File: src/rtl/u8dw_pkg.sv
`timescale 1ns / 1ps

package u8dw_pkg;

    // Result width, fixed by the output port
    localparam int unsigned OUT_BITS = 16;

    // Defaults handed down from the top level
    localparam int unsigned TOTAL_BITS_DEF  = 16;
    localparam int unsigned QUEUE_DEPTH_DEF = 4;

    // Column increment of one request: never more than two columns
    localparam int unsigned DELTA_BITS = 2;

    // One queue entry: columns to add, and whether the string ends here
    typedef struct packed {
        logic [DELTA_BITS-1:0] delta;
        logic                  last;
    } width_entry_t;

    // Queue occupancy as seen by front and back
    typedef struct packed {
        logic full;
        logic empty;
    } queue_status_t;

    // Decoder status, for checking
    typedef struct packed {
        logic seq_open;
    } front_status_t;

endpackage

File: src/rtl/u8dw_front.sv
`timescale 1ns / 1ps

module u8dw_front (
    input  logic                  clk,
    input  logic                  rst_n,
    input  logic                  fire,
    input  logic [7:0]            text_byte,
    input  logic                  byte_present,
    input  logic                  end_of_text,
    output u8dw_pkg::width_entry_t entry,
    output u8dw_pkg::front_status_t status
);
    import u8dw_pkg::*;

    typedef enum logic [2:0] {
        BYTE_ASCII,
        BYTE_LEAD2,
        BYTE_LEAD3,
        BYTE_LEAD4,
        BYTE_STRAY
    } byte_class_t;

    function automatic byte_class_t classify_byte(input logic [7:0] b);
        byte_class_t k;
        priority if (b[7] == 1'b0)       k = BYTE_ASCII;
        else if (b[7:5] == 3'b110)       k = BYTE_LEAD2;
        else if (b[7:4] == 4'b1110)      k = BYTE_LEAD3;
        else if (b[7:3] == 5'b11110)     k = BYTE_LEAD4;
        else                             k = BYTE_STRAY;
        return k;
    endfunction

    function automatic logic in_rng(input logic [20:0] c, input logic [20:0] lo,
                                    input logic [20:0] hi);
        return (c >= lo) && (c <= hi);
    endfunction

    function automatic logic [DELTA_BITS-1:0] columns_of(input logic [20:0] c);
        logic ctrl;
        logic comb;
        logic wide;
        ctrl = (c < 21'h20) || in_rng(c, 21'h7f, 21'h9f);
        comb = in_rng(c, 21'h0300, 21'h036f) || in_rng(c, 21'h1ab0, 21'h1aff) ||
               in_rng(c, 21'h1dc0, 21'h1dff) || in_rng(c, 21'h20d0, 21'h20ff) ||
               in_rng(c, 21'hfe20, 21'hfe2f);
        wide = in_rng(c, 21'h1100, 21'h115f) || (c == 21'h2329) || (c == 21'h232a) ||
               (in_rng(c, 21'h2e80, 21'ha4cf) && (c != 21'h303f)) ||
               in_rng(c, 21'hac00, 21'hd7a3) || in_rng(c, 21'hf900, 21'hfaff) ||
               in_rng(c, 21'hfe10, 21'hfe19) || in_rng(c, 21'hfe30, 21'hfe6f) ||
               in_rng(c, 21'hff00, 21'hff60) || in_rng(c, 21'hffe0, 21'hffe6) ||
               in_rng(c, 21'h1f300, 21'h1f64f) || in_rng(c, 21'h1f900, 21'h1f9ff) ||
               in_rng(c, 21'h20000, 21'h3fffd);
        if (ctrl || comb)
            return DELTA_BITS'(0);
        else if (wide)
            return DELTA_BITS'(2);
        else
            return DELTA_BITS'(1);
    endfunction

    logic [7:0]  lead_reg,    lead_next;
    logic [20:0] partial_reg, partial_next;
    logic [1:0]  remain_reg,  remain_next;

    logic                  restart;
    logic [20:0]           shifted;
    logic [DELTA_BITS-1:0] term_broken;
    logic [DELTA_BITS-1:0] term_start;
    logic [DELTA_BITS-1:0] term_tail;

    always_comb
    begin
        lead_next    = lead_reg;
        partial_next = partial_reg;
        remain_next  = remain_reg;
        restart      = 1'b0;
        term_broken  = '0;
        term_start   = '0;
        term_tail    = '0;
        shifted      = {partial_reg[14:0], text_byte[5:0]};

        if (byte_present) begin
            if (remain_reg != 2'd0) begin
                if (text_byte[7:6] == 2'b10) begin
                    partial_next = shifted;
                    remain_next  = remain_reg - 2'd1;
                    if (remain_reg == 2'd1)
                        term_start = columns_of(shifted);
                end else begin
                    // broken sequence: lead counts alone, breaker decoded afresh
                    term_broken = columns_of({13'd0, lead_reg});
                    remain_next = 2'd0;
                    restart     = 1'b1;
                end
            end else begin
                restart = 1'b1;
            end
        end

        if (restart) begin
            unique case (classify_byte(text_byte))
                BYTE_LEAD2: begin
                    lead_next    = text_byte;
                    partial_next = {16'd0, text_byte[4:0]};
                    remain_next  = 2'd1;
                end
                BYTE_LEAD3: begin
                    lead_next    = text_byte;
                    partial_next = {17'd0, text_byte[3:0]};
                    remain_next  = 2'd2;
                end
                BYTE_LEAD4: begin
                    lead_next    = text_byte;
                    partial_next = {18'd0, text_byte[2:0]};
                    remain_next  = 2'd3;
                end
                default: term_start = columns_of({13'd0, text_byte});
            endcase
        end

        if (end_of_text) begin
            if (remain_next != 2'd0)
                term_tail = columns_of({13'd0, lead_next});
            lead_next    = '0;
            partial_next = '0;
            remain_next  = 2'd0;
        end
    end

    // at most two columns per request in every case
    assign entry.delta     = term_broken + term_start + term_tail;
    assign entry.last      = end_of_text;
    assign status.seq_open = (remain_reg != 2'd0);

    always_ff @(posedge clk or negedge rst_n)
    begin
        if (!rst_n) begin
            lead_reg    <= '0;
            partial_reg <= '0;
            remain_reg  <= '0;
        end else if (fire) begin
            lead_reg    <= lead_next;
            partial_reg <= partial_next;
            remain_reg  <= remain_next;
        end
    end

endmodule

File: src/rtl/u8dw_queue.sv
`timescale 1ns / 1ps

module u8dw_queue #(
    parameter int unsigned QUEUE_DEPTH = u8dw_pkg::QUEUE_DEPTH_DEF
) (
    input  logic                   clk,
    input  logic                   rst_n,
    input  logic                   push,
    input  u8dw_pkg::width_entry_t wr_entry,
    input  logic                   pop,
    output u8dw_pkg::width_entry_t head,
    output u8dw_pkg::queue_status_t status
);
    import u8dw_pkg::*;

    localparam int unsigned PTR_BITS = (QUEUE_DEPTH > 1) ? $clog2(QUEUE_DEPTH) : 1;
    localparam int unsigned CNT_BITS = $clog2(QUEUE_DEPTH + 1);

    width_entry_t         slot_reg [QUEUE_DEPTH];
    logic [PTR_BITS-1:0]  wr_ptr_reg, wr_ptr_next;
    logic [PTR_BITS-1:0]  rd_ptr_reg, rd_ptr_next;
    logic [CNT_BITS-1:0]  count_reg,  count_next;
    logic                 do_push;
    logic                 do_pop;

    assign status.full  = (count_reg == CNT_BITS'(QUEUE_DEPTH));
    assign status.empty = (count_reg == '0);
    assign do_push      = push && !status.full;
    assign do_pop       = pop && !status.empty;
    assign head         = slot_reg[rd_ptr_reg];

    always_comb
    begin
        wr_ptr_next = wr_ptr_reg;
        rd_ptr_next = rd_ptr_reg;
        count_next  = count_reg;
        if (do_push)
            wr_ptr_next = (wr_ptr_reg == PTR_BITS'(QUEUE_DEPTH - 1)) ? '0
                                                                    : wr_ptr_reg + 1'b1;
        if (do_pop)
            rd_ptr_next = (rd_ptr_reg == PTR_BITS'(QUEUE_DEPTH - 1)) ? '0
                                                                    : rd_ptr_reg + 1'b1;
        if (do_push && !do_pop)
            count_next = count_reg + 1'b1;
        else if (do_pop && !do_push)
            count_next = count_reg - 1'b1;
    end

    always_ff @(posedge clk)
    begin
        if (do_push)
            slot_reg[wr_ptr_reg] <= wr_entry;
    end

    always_ff @(posedge clk or negedge rst_n)
    begin
        if (!rst_n) begin
            wr_ptr_reg <= '0;
            rd_ptr_reg <= '0;
            count_reg  <= '0;
        end else begin
            wr_ptr_reg <= wr_ptr_next;
            rd_ptr_reg <= rd_ptr_next;
            count_reg  <= count_next;
        end
    end

endmodule

File: src/rtl/u8dw_back.sv
`timescale 1ns / 1ps

module u8dw_back #(
    parameter int unsigned TOTAL_BITS = u8dw_pkg::TOTAL_BITS_DEF
) (
    input  logic                        clk,
    input  logic                        rst_n,
    input  u8dw_pkg::width_entry_t      head,
    input  u8dw_pkg::queue_status_t     q_status,
    output logic                        pop,
    output logic [u8dw_pkg::OUT_BITS-1:0] column_width,
    output logic                        out_valid,
    input  logic                        out_ready
);
    import u8dw_pkg::*;

    logic [TOTAL_BITS-1:0] total_reg, total_next;
    logic [TOTAL_BITS:0]   sum;
    logic [TOTAL_BITS-1:0] sat;
    logic                  out_valid_reg, out_valid_next;
    logic [OUT_BITS-1:0]   result_reg;

    // a closing request waits until the output slot is free
    assign pop = !q_status.empty && (!head.last || !out_valid_reg || out_ready);

    assign sum = {1'b0, total_reg} + (TOTAL_BITS + 1)'(head.delta);
    assign sat = sum[TOTAL_BITS] ? {TOTAL_BITS{1'b1}} : sum[TOTAL_BITS-1:0];

    always_comb
    begin
        total_next     = total_reg;
        out_valid_next = out_valid_reg && !out_ready;
        if (pop) begin
            if (head.last) begin
                total_next     = '0;
                out_valid_next = 1'b1;
            end else begin
                total_next = sat;
            end
        end
    end

    always_ff @(posedge clk or negedge rst_n)
    begin
        if (!rst_n) begin
            total_reg     <= '0;
            out_valid_reg <= 1'b0;
        end else begin
            total_reg     <= total_next;
            out_valid_reg <= out_valid_next;
        end
    end

    always_ff @(posedge clk)
    begin
        if (pop && head.last)
            result_reg <= OUT_BITS'(sat);
    end

    assign out_valid    = out_valid_reg;
    assign column_width = result_reg;

endmodule

File: src/rtl/utf8_display_width_counter.sv
`timescale 1ns / 1ps

// utf8_display_width_counter: terminal column count of a UTF-8 string.
//
// Input channel (in_valid/in_ready): one request per string byte; text_byte is
// used when byte_present is high; end_of_text marks the last request, which may
// carry no byte. Output channel (out_valid/out_ready): one request per string,
// column_width = total columns, saturated at 2^TOTAL_BITS-1, low 16 bits shown.
//
// Structure: the front decodes UTF-8 and classifies each request into a column
// increment of 0..2 in the cycle it is taken; a QUEUE_DEPTH-entry queue sits
// between it and the back, which accumulates and holds the result register.
// Throughput: one byte per cycle, sustained, while the output is drained.
// Result path: with the queue empty, the end_of_text request is written into the queue
// when it is taken, then popped by the back, which loads the result register and out_valid.
// Stall: while out_ready is low the back holds the result and keeps summing
// the next string until its own end arrives; the queue then fills and
// in_ready drops once QUEUE_DEPTH requests are waiting.
// Reset: decoder, running total, queue and output valid all clear at once;
// the block is ready for requests as soon as reset is released.

module utf8_display_width_counter #(
    parameter int unsigned TOTAL_BITS  = u8dw_pkg::TOTAL_BITS_DEF,
    parameter int unsigned QUEUE_DEPTH = u8dw_pkg::QUEUE_DEPTH_DEF
) (
    input  logic                          clk,
    input  logic                          rst_n,
    input  logic                          in_valid,
    output logic                          in_ready,
    input  logic [7:0]                    text_byte,
    input  logic                          byte_present,
    input  logic                          end_of_text,
    output logic                          out_valid,
    input  logic                          out_ready,
    output logic [u8dw_pkg::OUT_BITS-1:0] column_width
);
    import u8dw_pkg::*;

    width_entry_t  front_entry;
    width_entry_t  q_head;
    queue_status_t q_status;
    front_status_t f_status;
    logic          in_fire;
    logic          q_pop;

    // take a byte whenever the queue has room
    assign in_ready = !q_status.full;
    assign in_fire  = in_valid && in_ready;

    // front: UTF-8 decode and width classification
    u8dw_front u_front (
        .clk          (clk),
        .rst_n        (rst_n),
        .fire         (in_fire),
        .text_byte    (text_byte),
        .byte_present (byte_present),
        .end_of_text  (end_of_text),
        .entry        (front_entry),
        .status       (f_status)
    );

    // short queue decoupling front from accumulator
    u8dw_queue #(
        .QUEUE_DEPTH (QUEUE_DEPTH)
    ) u_queue (
        .clk      (clk),
        .rst_n    (rst_n),
        .push     (in_fire),
        .wr_entry (front_entry),
        .pop      (q_pop),
        .head     (q_head),
        .status   (q_status)
    );

    // back: saturating accumulator and result register
    u8dw_back #(
        .TOTAL_BITS (TOTAL_BITS)
    ) u_back (
        .clk          (clk),
        .rst_n        (rst_n),
        .head         (q_head),
        .q_status     (q_status),
        .pop          (q_pop),
        .column_width (column_width),
        .out_valid    (out_valid),
        .out_ready    (out_ready)
    );

    // a closing request leaves the decoder with no open sequence
    a_close_clears_decoder: assert property (@(posedge clk) disable iff (!rst_n)
        in_fire && end_of_text |=> !f_status.seq_open)
        else $error("decoder sequence still open after end of text");

    // never pop an empty queue
    a_no_pop_empty: assert property (@(posedge clk) disable iff (!rst_n)
        q_pop |-> !q_status.empty)
        else $error("pop from empty queue");

    // a result is never written over one still waiting
    a_no_result_overwrite: assert property (@(posedge clk) disable iff (!rst_n)
        q_pop && q_head.last |-> !out_valid || out_ready)
        else $error("pending result overwritten");

endmodule
File: config.mk
export PLATFORM = sky130hd
export DESIGN_NAME = utf8_display_width_counter
export DESIGN_NICKNAME = d
export VERILOG_FILES = /design/src/rtl/u8dw_pkg.sv /design/src/rtl/u8dw_front.sv /design/src/rtl/u8dw_queue.sv /design/src/rtl/u8dw_back.sv /design/src/rtl/utf8_display_width_counter.sv
export SDC_FILE = /design/constraint.sdc
export NUM_CORES = 1
export LEC_CHECK = 0
export ABC_AREA = 1
export BUFFER_PORTS_ARGS = -buffer_cell sky130_fd_sc_hd__buf_2
export CORE_ASPECT_RATIO = 1.4
export CORE_UTILIZATION = 35
export DETAILED_ROUTE_END_ITERATION = 10
export GPL_ROUTABILITY_DRIVEN = 0
export GPL_TIMING_DRIVEN = 0
export PLACE_DENSITY_LB_ADDON = 0.25
export SLEW_MARGIN = 20
export SYNTH_ARGS = -nofsm -noshare
export SYNTH_HDL_FRONTEND = slang
export SYNTH_HIERARCHICAL = 1
export SYNTH_SLANG_ARGS = --single-unit
File: constraint.sdc
create_clock -name clk -period 3.65 [get_ports clk]
set_clock_uncertainty 0.15 [all_clocks]
set_input_delay 0.5475 -clock clk [delete_from_list [all_inputs] [get_ports clk]]
set_output_delay 0.5475 -clock clk [all_outputs]
set_load 0.01 [all_outputs]
-- After elaboration in Yosys (flattened, before gate mapping)
Memory sizes are Yosys's and may differ from the RTL's.
Cells that the tools add are included.
- register bits after elaboration: 71
- logic and storage cells: 189
- memory bits (writable): 12
- bits of input ports: 14
- output and inout bits: 18
- memories kept: 1
- equality and inequality tests: 14
- mux-type cells: 49
- order comparisons: 44
- $add $sub $neg: 8
- reductions and logical operators: 64
- memory list (memory ; depth ; bits a word ; rd ports ; clocked after Yosys merged registers in ; write ports ; line ; source):
    u_queue.slot_reg ; 4 ; 3 ; 1 ; 0 ; 1 ; u8dw_queue.sv:19 ; width_entry_t slot_reg [QUEUE_DEPTH];
- operator list (operator ; count):
    less-or-equal comparator 21 x 16 -> 1 bit (second input constant) ; 8
    greater-or-equal comparator 21 x 16 -> 1 bit (second input constant) ; 7
    two-way mux 21 bit ; 5
    greater-or-equal comparator 21 x 13 -> 1 bit (second input constant) ; 3
    less-or-equal comparator 21 x 13 -> 1 bit (second input constant) ; 3
    case mux 21 bit (3 select lines) ; 1
    == test 21 x 14 -> 1 bit (second input constant) ; 2
    greater-or-equal comparator 21 x 14 -> 1 bit (second input constant) ; 2
    greater-or-equal comparator 21 x 17 -> 1 bit (second input constant) ; 2
    less-or-equal comparator 21 x 17 -> 1 bit (second input constant) ; 2
    two-way mux 2 bit ; 17
    two-way mux 16 bit ; 2
    logical AND 1 bit ; 29
    greater-or-equal comparator 8 x 7 -> 1 bit (second input constant) ; 3
    less-or-equal comparator 8 bit (second input constant) ; 3
    < comparator 8 x 6 -> 1 bit (second input constant) ; 3
    two-way mux 8 bit ; 3
    logical OR 1 bit ; 23
    greater-or-equal comparator 21 x 10 -> 1 bit (second input constant) ; 1
    greater-or-equal comparator 21 x 18 -> 1 bit (second input constant) ; 1
    greater-or-equal comparator 21 x 7 -> 1 bit (second input constant) ; 1
    less-or-equal comparator 21 x 10 -> 1 bit (second input constant) ; 1
    less-or-equal comparator 21 x 14 -> 1 bit (second input constant) ; 1
    less-or-equal comparator 21 x 18 -> 1 bit (second input constant) ; 1
    other kinds (23) ; 55

-- Depth between registers and ports, before layout
Gate-level depths: netlist of run 1.
- depth after elaboration: 24
- depth in mapped cells: 18
- mapped depth without buffers: 18

-- Cells and area by module
The synthesis of run 1 kept the hierarchy.
- by module, submodules not included (module ; sequential area each (um2) ; area an instance (um2) ; cells an instance ; instances):
    u8dw_front ; 625.6 ; 2687.6 ; 467 ; 1
    u8dw_back ; 905.9 ; 1745.4 ; 199 ; 1
    u8dw_queue ; 535.5 ; 949.7 ; 95 ; 1
    utf8_display_width_counter ; 0.0 ; 13.8 ; 3 ; 1

-- Least setup slack after synthesis of run 1
No wires, ideal clock.
- kind: input port to flip-flop
- start: in text_byte[5]
- end: mem u_queue/slot_reg[0][2] in the netlist's numbering (data pin)
- arrival: 2.261 ns
- path slack: 0.982 ns
- stages: 15
- setup time: 0.257 ns
- cells stage by stage: buf_4 -> nand2_1 -> o21ai_1 -> nor2_4 -> buf_2 -> nor2_1 -> a31oi_1 -> inv_1 -> nand2_1 -> nand4_1 -> fa_1 -> inv_1 -> nand3_1 -> nand2_1 -> inv_1
- RTL lines (item ; line ; source):
    from (decl) ; utf8_display_width_counter.sv:30 ; input logic [7:0] text_byte,
    to (decl) ; u8dw_queue.sv:19 ;

==> run_results.csv, run 1 <==
group,metric,value,unit
status,status,"finished clean",
synth,yosys.area.top_type,"dfrtp_1",
clocking,worstSkewPairLatency,0.33,ns
sta,slew_headroom,0.5565,
worst_setup_path,rr_endpoint,"u_queue/slot_reg[3][2]",
min_path,hp-class,"input pin to asynchronous set/reset pin",
floorplan,die_w,106.9,um
global_route,grt_antenna_before_repair,0,
job,cap_violations,0,
clocking,path_clk_slew,0.06,ns
routing,via_count,5092,
cells_and_area,fillerInstances,1571,
power,leakagePower,2.970,nW
cells_and_area,layout_commonest_cell,"nand2_1",
worst_setup_path,cp_slowest_stage_delay,0.45,ns
place,place_area,0.005789,sq mm
synth,async_reset_ff_frac,0.6364,
routing,remaining_drc_errors,0,
power,peakVddDrop,0.4223,mV
worst_setup_path,rrSetupSlack,0.55,ns
cells_and_area,drive_gt1_frac,0.1444,
floorplan,die_area,0.01593,sq mm
global_route,grt_max_degree,50,
clocking,root_buffer,"clkbuf_16",
cells_and_area,final-seq-area,0.002067,sq mm
clocking,clockBufferDepth,2,
floorplan,io_pins,32,
clocking,cts_buffers,9,
global_route,gr-usage-all-layers,0.1962,
worst_setup_path,critical_path.cell_chain,"buf_2 -> inv_1 -> a21oi_1 -> nand2_1 -> nor3b_1 -> a21oi_1 -> nand3_1 -> clkinv_1 -> a31oi_1 -> fa_1 -> inv_1 -> nand3_1 -> nand2_1 -> inv_1",
synth,synth_cells,764,
place,hpwl,11140,um
clocking,htree_levels,3,
sta,setup_tns,0,ns
synth,yosysTopAreaCellShare,0.2272,
routing,first_iter_violations,260,
routing,dr.pass1.iters,5,
synth,synth_area_leaders,"dfrtp_1, edfxtp_1, nand2_1, inv_1, nor2_1",
cells_and_area,finalNonFillerCells,1002,
worst_setup_path,crit_top_cell,"inv_1",
routing,drt_wl_total,14780,um
worst_setup_path,crit_slowest_cell,"fa_1",
synth,syn_avg_cell_area,7.063,sq um
floorplan,initial_core_util,0.3585,
routing,postRouteAntennaNets,0,
place,io_buffers,30,
synth,yosysSeqAreaShare,0.3830,
synth,ys.warnings.count,6,
clocking,cts-resized-gates,0,
worst_setup_path,crit_cells,14,
synth,synth.distinct_cells,47,
worst_setup_path,critPathArrivalTime,3.01,ns
synth,ys_ff_latch,77,
floorplan,dieHeight,148.9,um
worst_setup_path,r2r_start,"u_front/partial_reg[1]",
power,p_per_area,574.7,mW/mm^2
worst_setup_path,reg2reg_depth,14,
clocking,post-cts-setup-buffers,0,
cells_and_area,final_util,0.4030,
worst_setup_path,cp-end-kind,"flop",
worst_setup_path,crit_family,"buffers and inverters",
sta,layout_min_cycle_time,3.096,ns
clocking,cts_hold_buffers,0,
place,dp_cells,986,
global_route,grt_pass1_wl,24170,um
routing,via_per_inst,5.082,
cells_and_area,layout_common_cells,"nand2_1, inv_1, nor2_1",
synth,synth_flop_cell,"dfrtp_1",
cells_and_area,n_antenna_cell,0,
synth,syn_nets,791,
worst_setup_path,critical_path_required,3.57,ns
sta,maxSlewViolCount,0,
power,power,3.487,mW
clocking,cts_tree,"yes",
sta,post-route-worst-setup-slack,0.5537,ns
cells_and_area,multiInputGateArea,0.002783,sq mm
floorplan,rows,53,
synth,synth-edff-count,28,
clocking,cts.sinks,77,
floorplan,core,0.01505,sq mm
cells_and_area,final_area,0.006067,sq mm
sta,finalSetupViolations,0,
cells_and_area,nets,832,
sta,holdWs,0.09304,ns
cells_and_area,syn_to_final_growth,12.43,%
sta,max_freq,0.3230,GHz
worst_setup_path,cp_max_fo,9,
place,dp_slack,0.3634,ns
worst_setup_path,cp-start-kind,"flop",
sta,finalCritPeriodShare,0.8483,
global_route,grt_pass1_vias,4868,
sta,final-hold-violation-count,0,
synth,netlist_area,0.005396,sq mm
global_route,overflow,0,
worst_setup_path,cp.buffers_inverters,5,
worst_setup_path,path_class,"flop to flop",
sta,rsz0062_at_grt,"false",
routing,wire_per_inst,14.75,um
sta,tightest_slew,0.6652,ns
## cell type report
cell class	instances	area share
clock buffer	11	0.04166
clock inverter	5	0.004125
timing repair buffer	30	0.02516
sequential	77	0.3407
tap	192	0.03960
inverter	119	0.07362
buffer	16	0.01650
multi-input combinational	552	0.4587
## layer usage
layer,track usage,routed length (um),part of all wire,vias to the layer above
met4,0.1171,666,0.045,0
met2,0.3426,7500,0.51,166
met1,0.2293,5918,0.40,2324
li1,-,-,-,2557
met5,0,0,0,-
met3,0.02272,692,0.047,45
## where the power goes
group	leakage [nW]	switching (mW)	internal [mW]
Clock	0.136	0.332	0.490
Combinational	1.90	0.927	0.451
Sequential	0.933	0.117	1.17
## logic make-up after synthesis
logic type / after synthesis / synth area share
DFF: 77 / 0.3830
AOI/OAI and AO/OA: 87 / 0.09414
buffers and inverters: 135 / 0.1013
adders and majority gates: 13 / 0.03432
and+or+nand+nor: 447 / 0.3791
xor gates and xnor gates: 5 / 0.008115
## Yosys cell counts, types with 2 or more instances
master	n
inv_1	99
dfrtp_1	49
buf_6	2
inv_2	14
nor2_1	90
ha_1	10
clkinv_1	6
nand3_1	62
nor2_2	10
nand2_4	2
a31oi_1	2
nor3_1	9
nand2_2	10
nor4_1	3
fa_1	3
o211ai_1	7
nand2_1	219
o21ai_1	12
a21oi_1	10
nor2_4	9
buf_4	4
buf_2	8
o21ai_0	28
nand3b_1	2
o221ai_1	2
xor2_1	4
edfxtp_1	28
nand3_2	9
o22ai_1	20
nand4_1	14
## worst reg2reg max path: cells and delay by family (launching register included)
family | cells | cell delay [ns]
AO/OA/AOI/OAI | 3 | 0.60
adder cells (fa/ha/maj) | 1 | 0.45
buffers and inverters | 5 | 0.74
flip-flops | 1 | 0.32
AND/OR/NAND/NOR | 5 | 0.59
## how the worst max path moves through the flow
stage                                      start                     end
after global routing       u_front/remain_reg[0]  u_queue/slot_reg[2][2]
after detailed placement            text_byte[3]  u_queue/slot_reg[3][2]
after CTS                  u_front/remain_reg[0]  u_queue/slot_reg[2][2]
final                     u_front/partial_reg[1]  u_queue/slot_reg[3][2]
after global placement              text_byte[3]  u_queue/slot_reg[3][2]
after floorplan                     text_byte[5]  u_queue/slot_reg[0][2]
Power figures use the tool's default switching activity.
==> inputs of run 2 (changes only) <==
--- a/config.mk
+++ b/config.mk
@@ -5,7 +5,7 @@
 export SDC_FILE = /design/constraint.sdc
 export NUM_CORES = 1
 export LEC_CHECK = 0
-export ABC_AREA = 1
+export ABC_AREA = 0
 export BUFFER_PORTS_ARGS = -buffer_cell sky130_fd_sc_hd__buf_2
 export CORE_ASPECT_RATIO = 1.4
 export CORE_UTILIZATION = 35
==> constraint.sdc (replaced) <==
create_clock -name clk -period 2.7 [get_ports clk]
set_clock_uncertainty 0.15 [all_clocks]
set_input_delay 0.405 -clock clk [delete_from_list [all_inputs] [get_ports clk]]
set_output_delay 0.405 -clock clk [all_outputs]
set_load 0.01 [all_outputs]
==> run 2 against run 1 <==
Against the previous run:
- first-iteration DRC count rose by 2.3%
- non-clock buffer count rose by 67
- highest routed layer unchanged
- combinational power is 87% higher
- sequential cell count unchanged
- global-route usage up 0.66 points
- the flow now finishes with violations (setup timing)
- design area grew 5.4%
- register-to-register slack worse by 1.1 ns
- worst hold slack better by 0.13 ns
- routed wire length is 6.9% lower
==> run_results.csv, run 2 <==
group,metric,value,unit
status,status,"complete, but fails checks",
status,violations,"setup timing",
cells_and_area,syn_to_final_growth,32.21,%
routing,remaining_drc_errors,0,
cells_and_area,finalNonFillerCells,772,
cells_and_area,n_antenna_cell,0,
cells_and_area,layout_common_cells,"buf_4, dfrtp_1, buf_2, nand2_1",
routing,postRouteAntennaNets,0,
sta,setup_tns,-3.306,ns
global_route,grt_max_degree,50,
worst_setup_path,cp-end-kind,"flop",
clocking,clockBufferDepth,2,
synth,synth.distinct_cells,78,
clocking,path_clk_slew,0.06,ns
job,cap_violations,0,
routing,via_count,4484,
worst_setup_path,crit_start,"u_front/partial_reg[7]",
floorplan,dieHeight,141.1,um
power,peakVddDrop,0.3449,mV
sta,maxSlewViolCount,0,
clocking,htree_levels,3,
power,swShare,0.3587,
synth,yosysMostFrequentCell,"dfrtp_1",
power,power_frac_comb,0.446,
place,hpwl,9211,um
synth,yosysTopAreaCellShare,0.2536,
global_route,grt_pass1_wl,22420,um
global_route,overflow,0,
routing,drt_wl_total,13760,um
synth,netlist_area,0.004836,sq mm
worst_setup_path,crit_slowest_cell,"fa_2",
sta,finalSetupViolations,17,
global_route,grt_antenna_before_repair,0,
floorplan,rows,50,
synth,ys_ff_latch,77,
synth,synth_area_leaders,"dfrtp_1, edfxtp_1, nand2_1, ha_1, a22o_1",
clocking,cts_buffers,9,
floorplan,die_area,0.01430,sq mm
power,p_per_area,905.9,mW/mm^2
synth,ys.warnings.count,6,
sta,final-hold-violation-count,0,
routing,dr.pass1.iters,4,
routing,via_per_inst,5.808,
min_path,hp-class,"input pin to flop",
worst_setup_path,reg2reg_depth,11,
place,io_buffers,30,
sta,slew_headroom,0.5636,
clocking,root_buffer,"clkbuf_16",
worst_setup_path,critical_path_required,2.68,ns
synth,syn_avg_cell_area,9.750,sq um
worst_setup_path,cp-start-kind,"flop",
synth,synth-edff-count,28,
clocking,cts_tree,"yes",
synth,synth_cells,496,
worst_setup_path,path_class,"flop to flop",
routing,wire_per_inst,17.82,um
synth,yosys.area.top_type,"dfrtp_1",
clocking,cts.sinks,77,
floorplan,io_pins,32,
worst_setup_path,rrSetupSlack,-0.50,ns
floorplan,initial_core_util,0.3595,
cells_and_area,drive_gt1_frac,0.3475,
cells_and_area,final_util,0.4753,
sta,tightest_slew,0.6546,ns
sta,holdWs,0.2202,ns
sta,rsz0062_at_grt,"true",
worst_setup_path,cp_max_fo,5,
power,power.share.clock,0.240,
global_route,grt_pass1_vias,4465,
synth,synth_flop_cell,"dfrtp_1",
power,p_sw,2.078,mW
worst_setup_path,critical_path.cell_chain,"buf_6 -> and2_1 -> nand4_1 -> o32ai_1 -> a22o_1 -> nor4bb_4 -> nand3_1 -> a2bb2oi_2 -> fa_2 -> and4_4 -> nor4b_4",
synth,syn_nets,523,
sta,layout_min_cycle_time,3.196,ns
place,dp_cells,708,
power,pwr-share-seq,0.314,
place,dp_slack,-0.9706,ns
cells_and_area,layout_commonest_cell,"buf_4",
synth,netlist_top_cells_count,"dfrtp_1, nand2_1, nor2_1",
worst_setup_path,critPathArrivalTime,3.18,ns
power,power.internal,3.715,mW
worst_setup_path,cp_slowest_stage_delay,0.45,ns
power,power,5.792,mW
sta,max_freq,0.3129,GHz
cells_and_area,nets,612,
synth,yosysSeqAreaShare,0.4274,
worst_setup_path,r2r_start,"u_front/partial_reg[7]",
cells_and_area,final_area,0.006394,sq mm
worst_setup_path,crit_path_end,"u_queue/slot_reg[0][2]",
global_route,gr-usage-all-layers,0.2028,
sta,post-route-worst-setup-slack,-0.4964,ns
sta,finalCritPeriodShare,1.184,
power,leakagePower,2.735,nW
place,place_area,0.005310,sq mm
floorplan,core,0.01345,sq mm
clocking,worstSkewPairLatency,0.34,ns
floorplan,die_w,101.3,um
synth,async_reset_ff_frac,0.6364,
cells_and_area,fillerInstances,1228,
routing,first_iter_violations,266,
worst_setup_path,rr_endpoint,"u_queue/slot_reg[0][2]",
## run 2: worst min-delay path by stage
stage	startpoint	cells past startpoint	slack (ns)	endpoint
floorplan	rst_n	0	-0.04	u_back/out_valid
global placement	u_queue/count_reg[2]	1	0.33	u_queue/count_reg[2]
detailed placement	rst_n	1	0.34	u_front/lead_reg[7]
CTS	out_ready	3	0.21	u_back/out_valid
global route	end_of_text	2	0.22	u_front/lead_reg[6]
finish	end_of_text	2	0.22	u_front/lead_reg[6]
## run 2: logic make-up (layout without fill, tap and decap cells)
family / count (synthesis) / count (layout) / synth area share
mux: 11 / 11 / 0.03545
buf+inv: 62 / 156 / 0.05407
xor+xnor: 9 / 9 / 0.01630
fa+ha+maj: 13 / 13 / 0.03829
simple gates: 191 / 191 / 0.2326
compound gates: 133 / 133 / 0.1959
flops: 77 / 77 / 0.4274
## run 2: worst max-delay path, delay by kind of cell (launching register included)
family / cells / cell delay (ns)
buffers and inverters: 1 / 0.16
AND/OR/NAND/NOR: 6 / 1.32
flip-flops: 1 / 0.42
AO/OA/AOI/OAI: 3 / 0.48
adder cells (fa/ha/maj): 1 / 0.45
## run 2: what timing repair did
item / in CTS / in global routing
setup endpoints to repair: 57 / 40
hold buffers: 1 / 0
gates cloned: 1 / 0
pin swaps: 28 / 22
hold endpoints to repair: 49 / 0
setup buffers: 34 / 14
resized for setup: 81 / 29
## run 2: metal layers
metal  wire length [um]  vias up  global-route usage
li1                   -     2072                   -
met2               7011      189              0.3552
met4                798        0              0.1159
met1               5287     2160              0.2278
met3                659       63             0.03669
met5                  0        -                   0
## run 2: power groups by stage
| stage | Clock, mW | Sequential, mW | Combinational, mW |
|---|---|---|---|
| detailed placement | 0 | 1.85 | 2.01 |
| CTS | 1.43 | 1.83 | 2.39 |
| floorplan | 0 | 1.88 | 1.39 |
| global placement | 0 | 1.83 | 1.96 |
| global route | 1.48 | 1.87 | 2.83 |
| finish | 1.39 | 1.82 | 2.58 |
## run 2: layout make-up
cell class	count	area, sq um	area share
Buffer	34	229.0	0.03581
Tap cell	182	227.7	0.03562
Multi-Input combinational cell	357	2863	0.4478
Clock inverter	6	110.1	0.01722
Sequential cell	77	2073	0.3243
Clock buffer	10	229.0	0.03581
Timing Repair inverter	1	7.507	0.001174
Inverter	26	101.3	0.01585
Timing Repair Buffer	79	553.0	0.08650
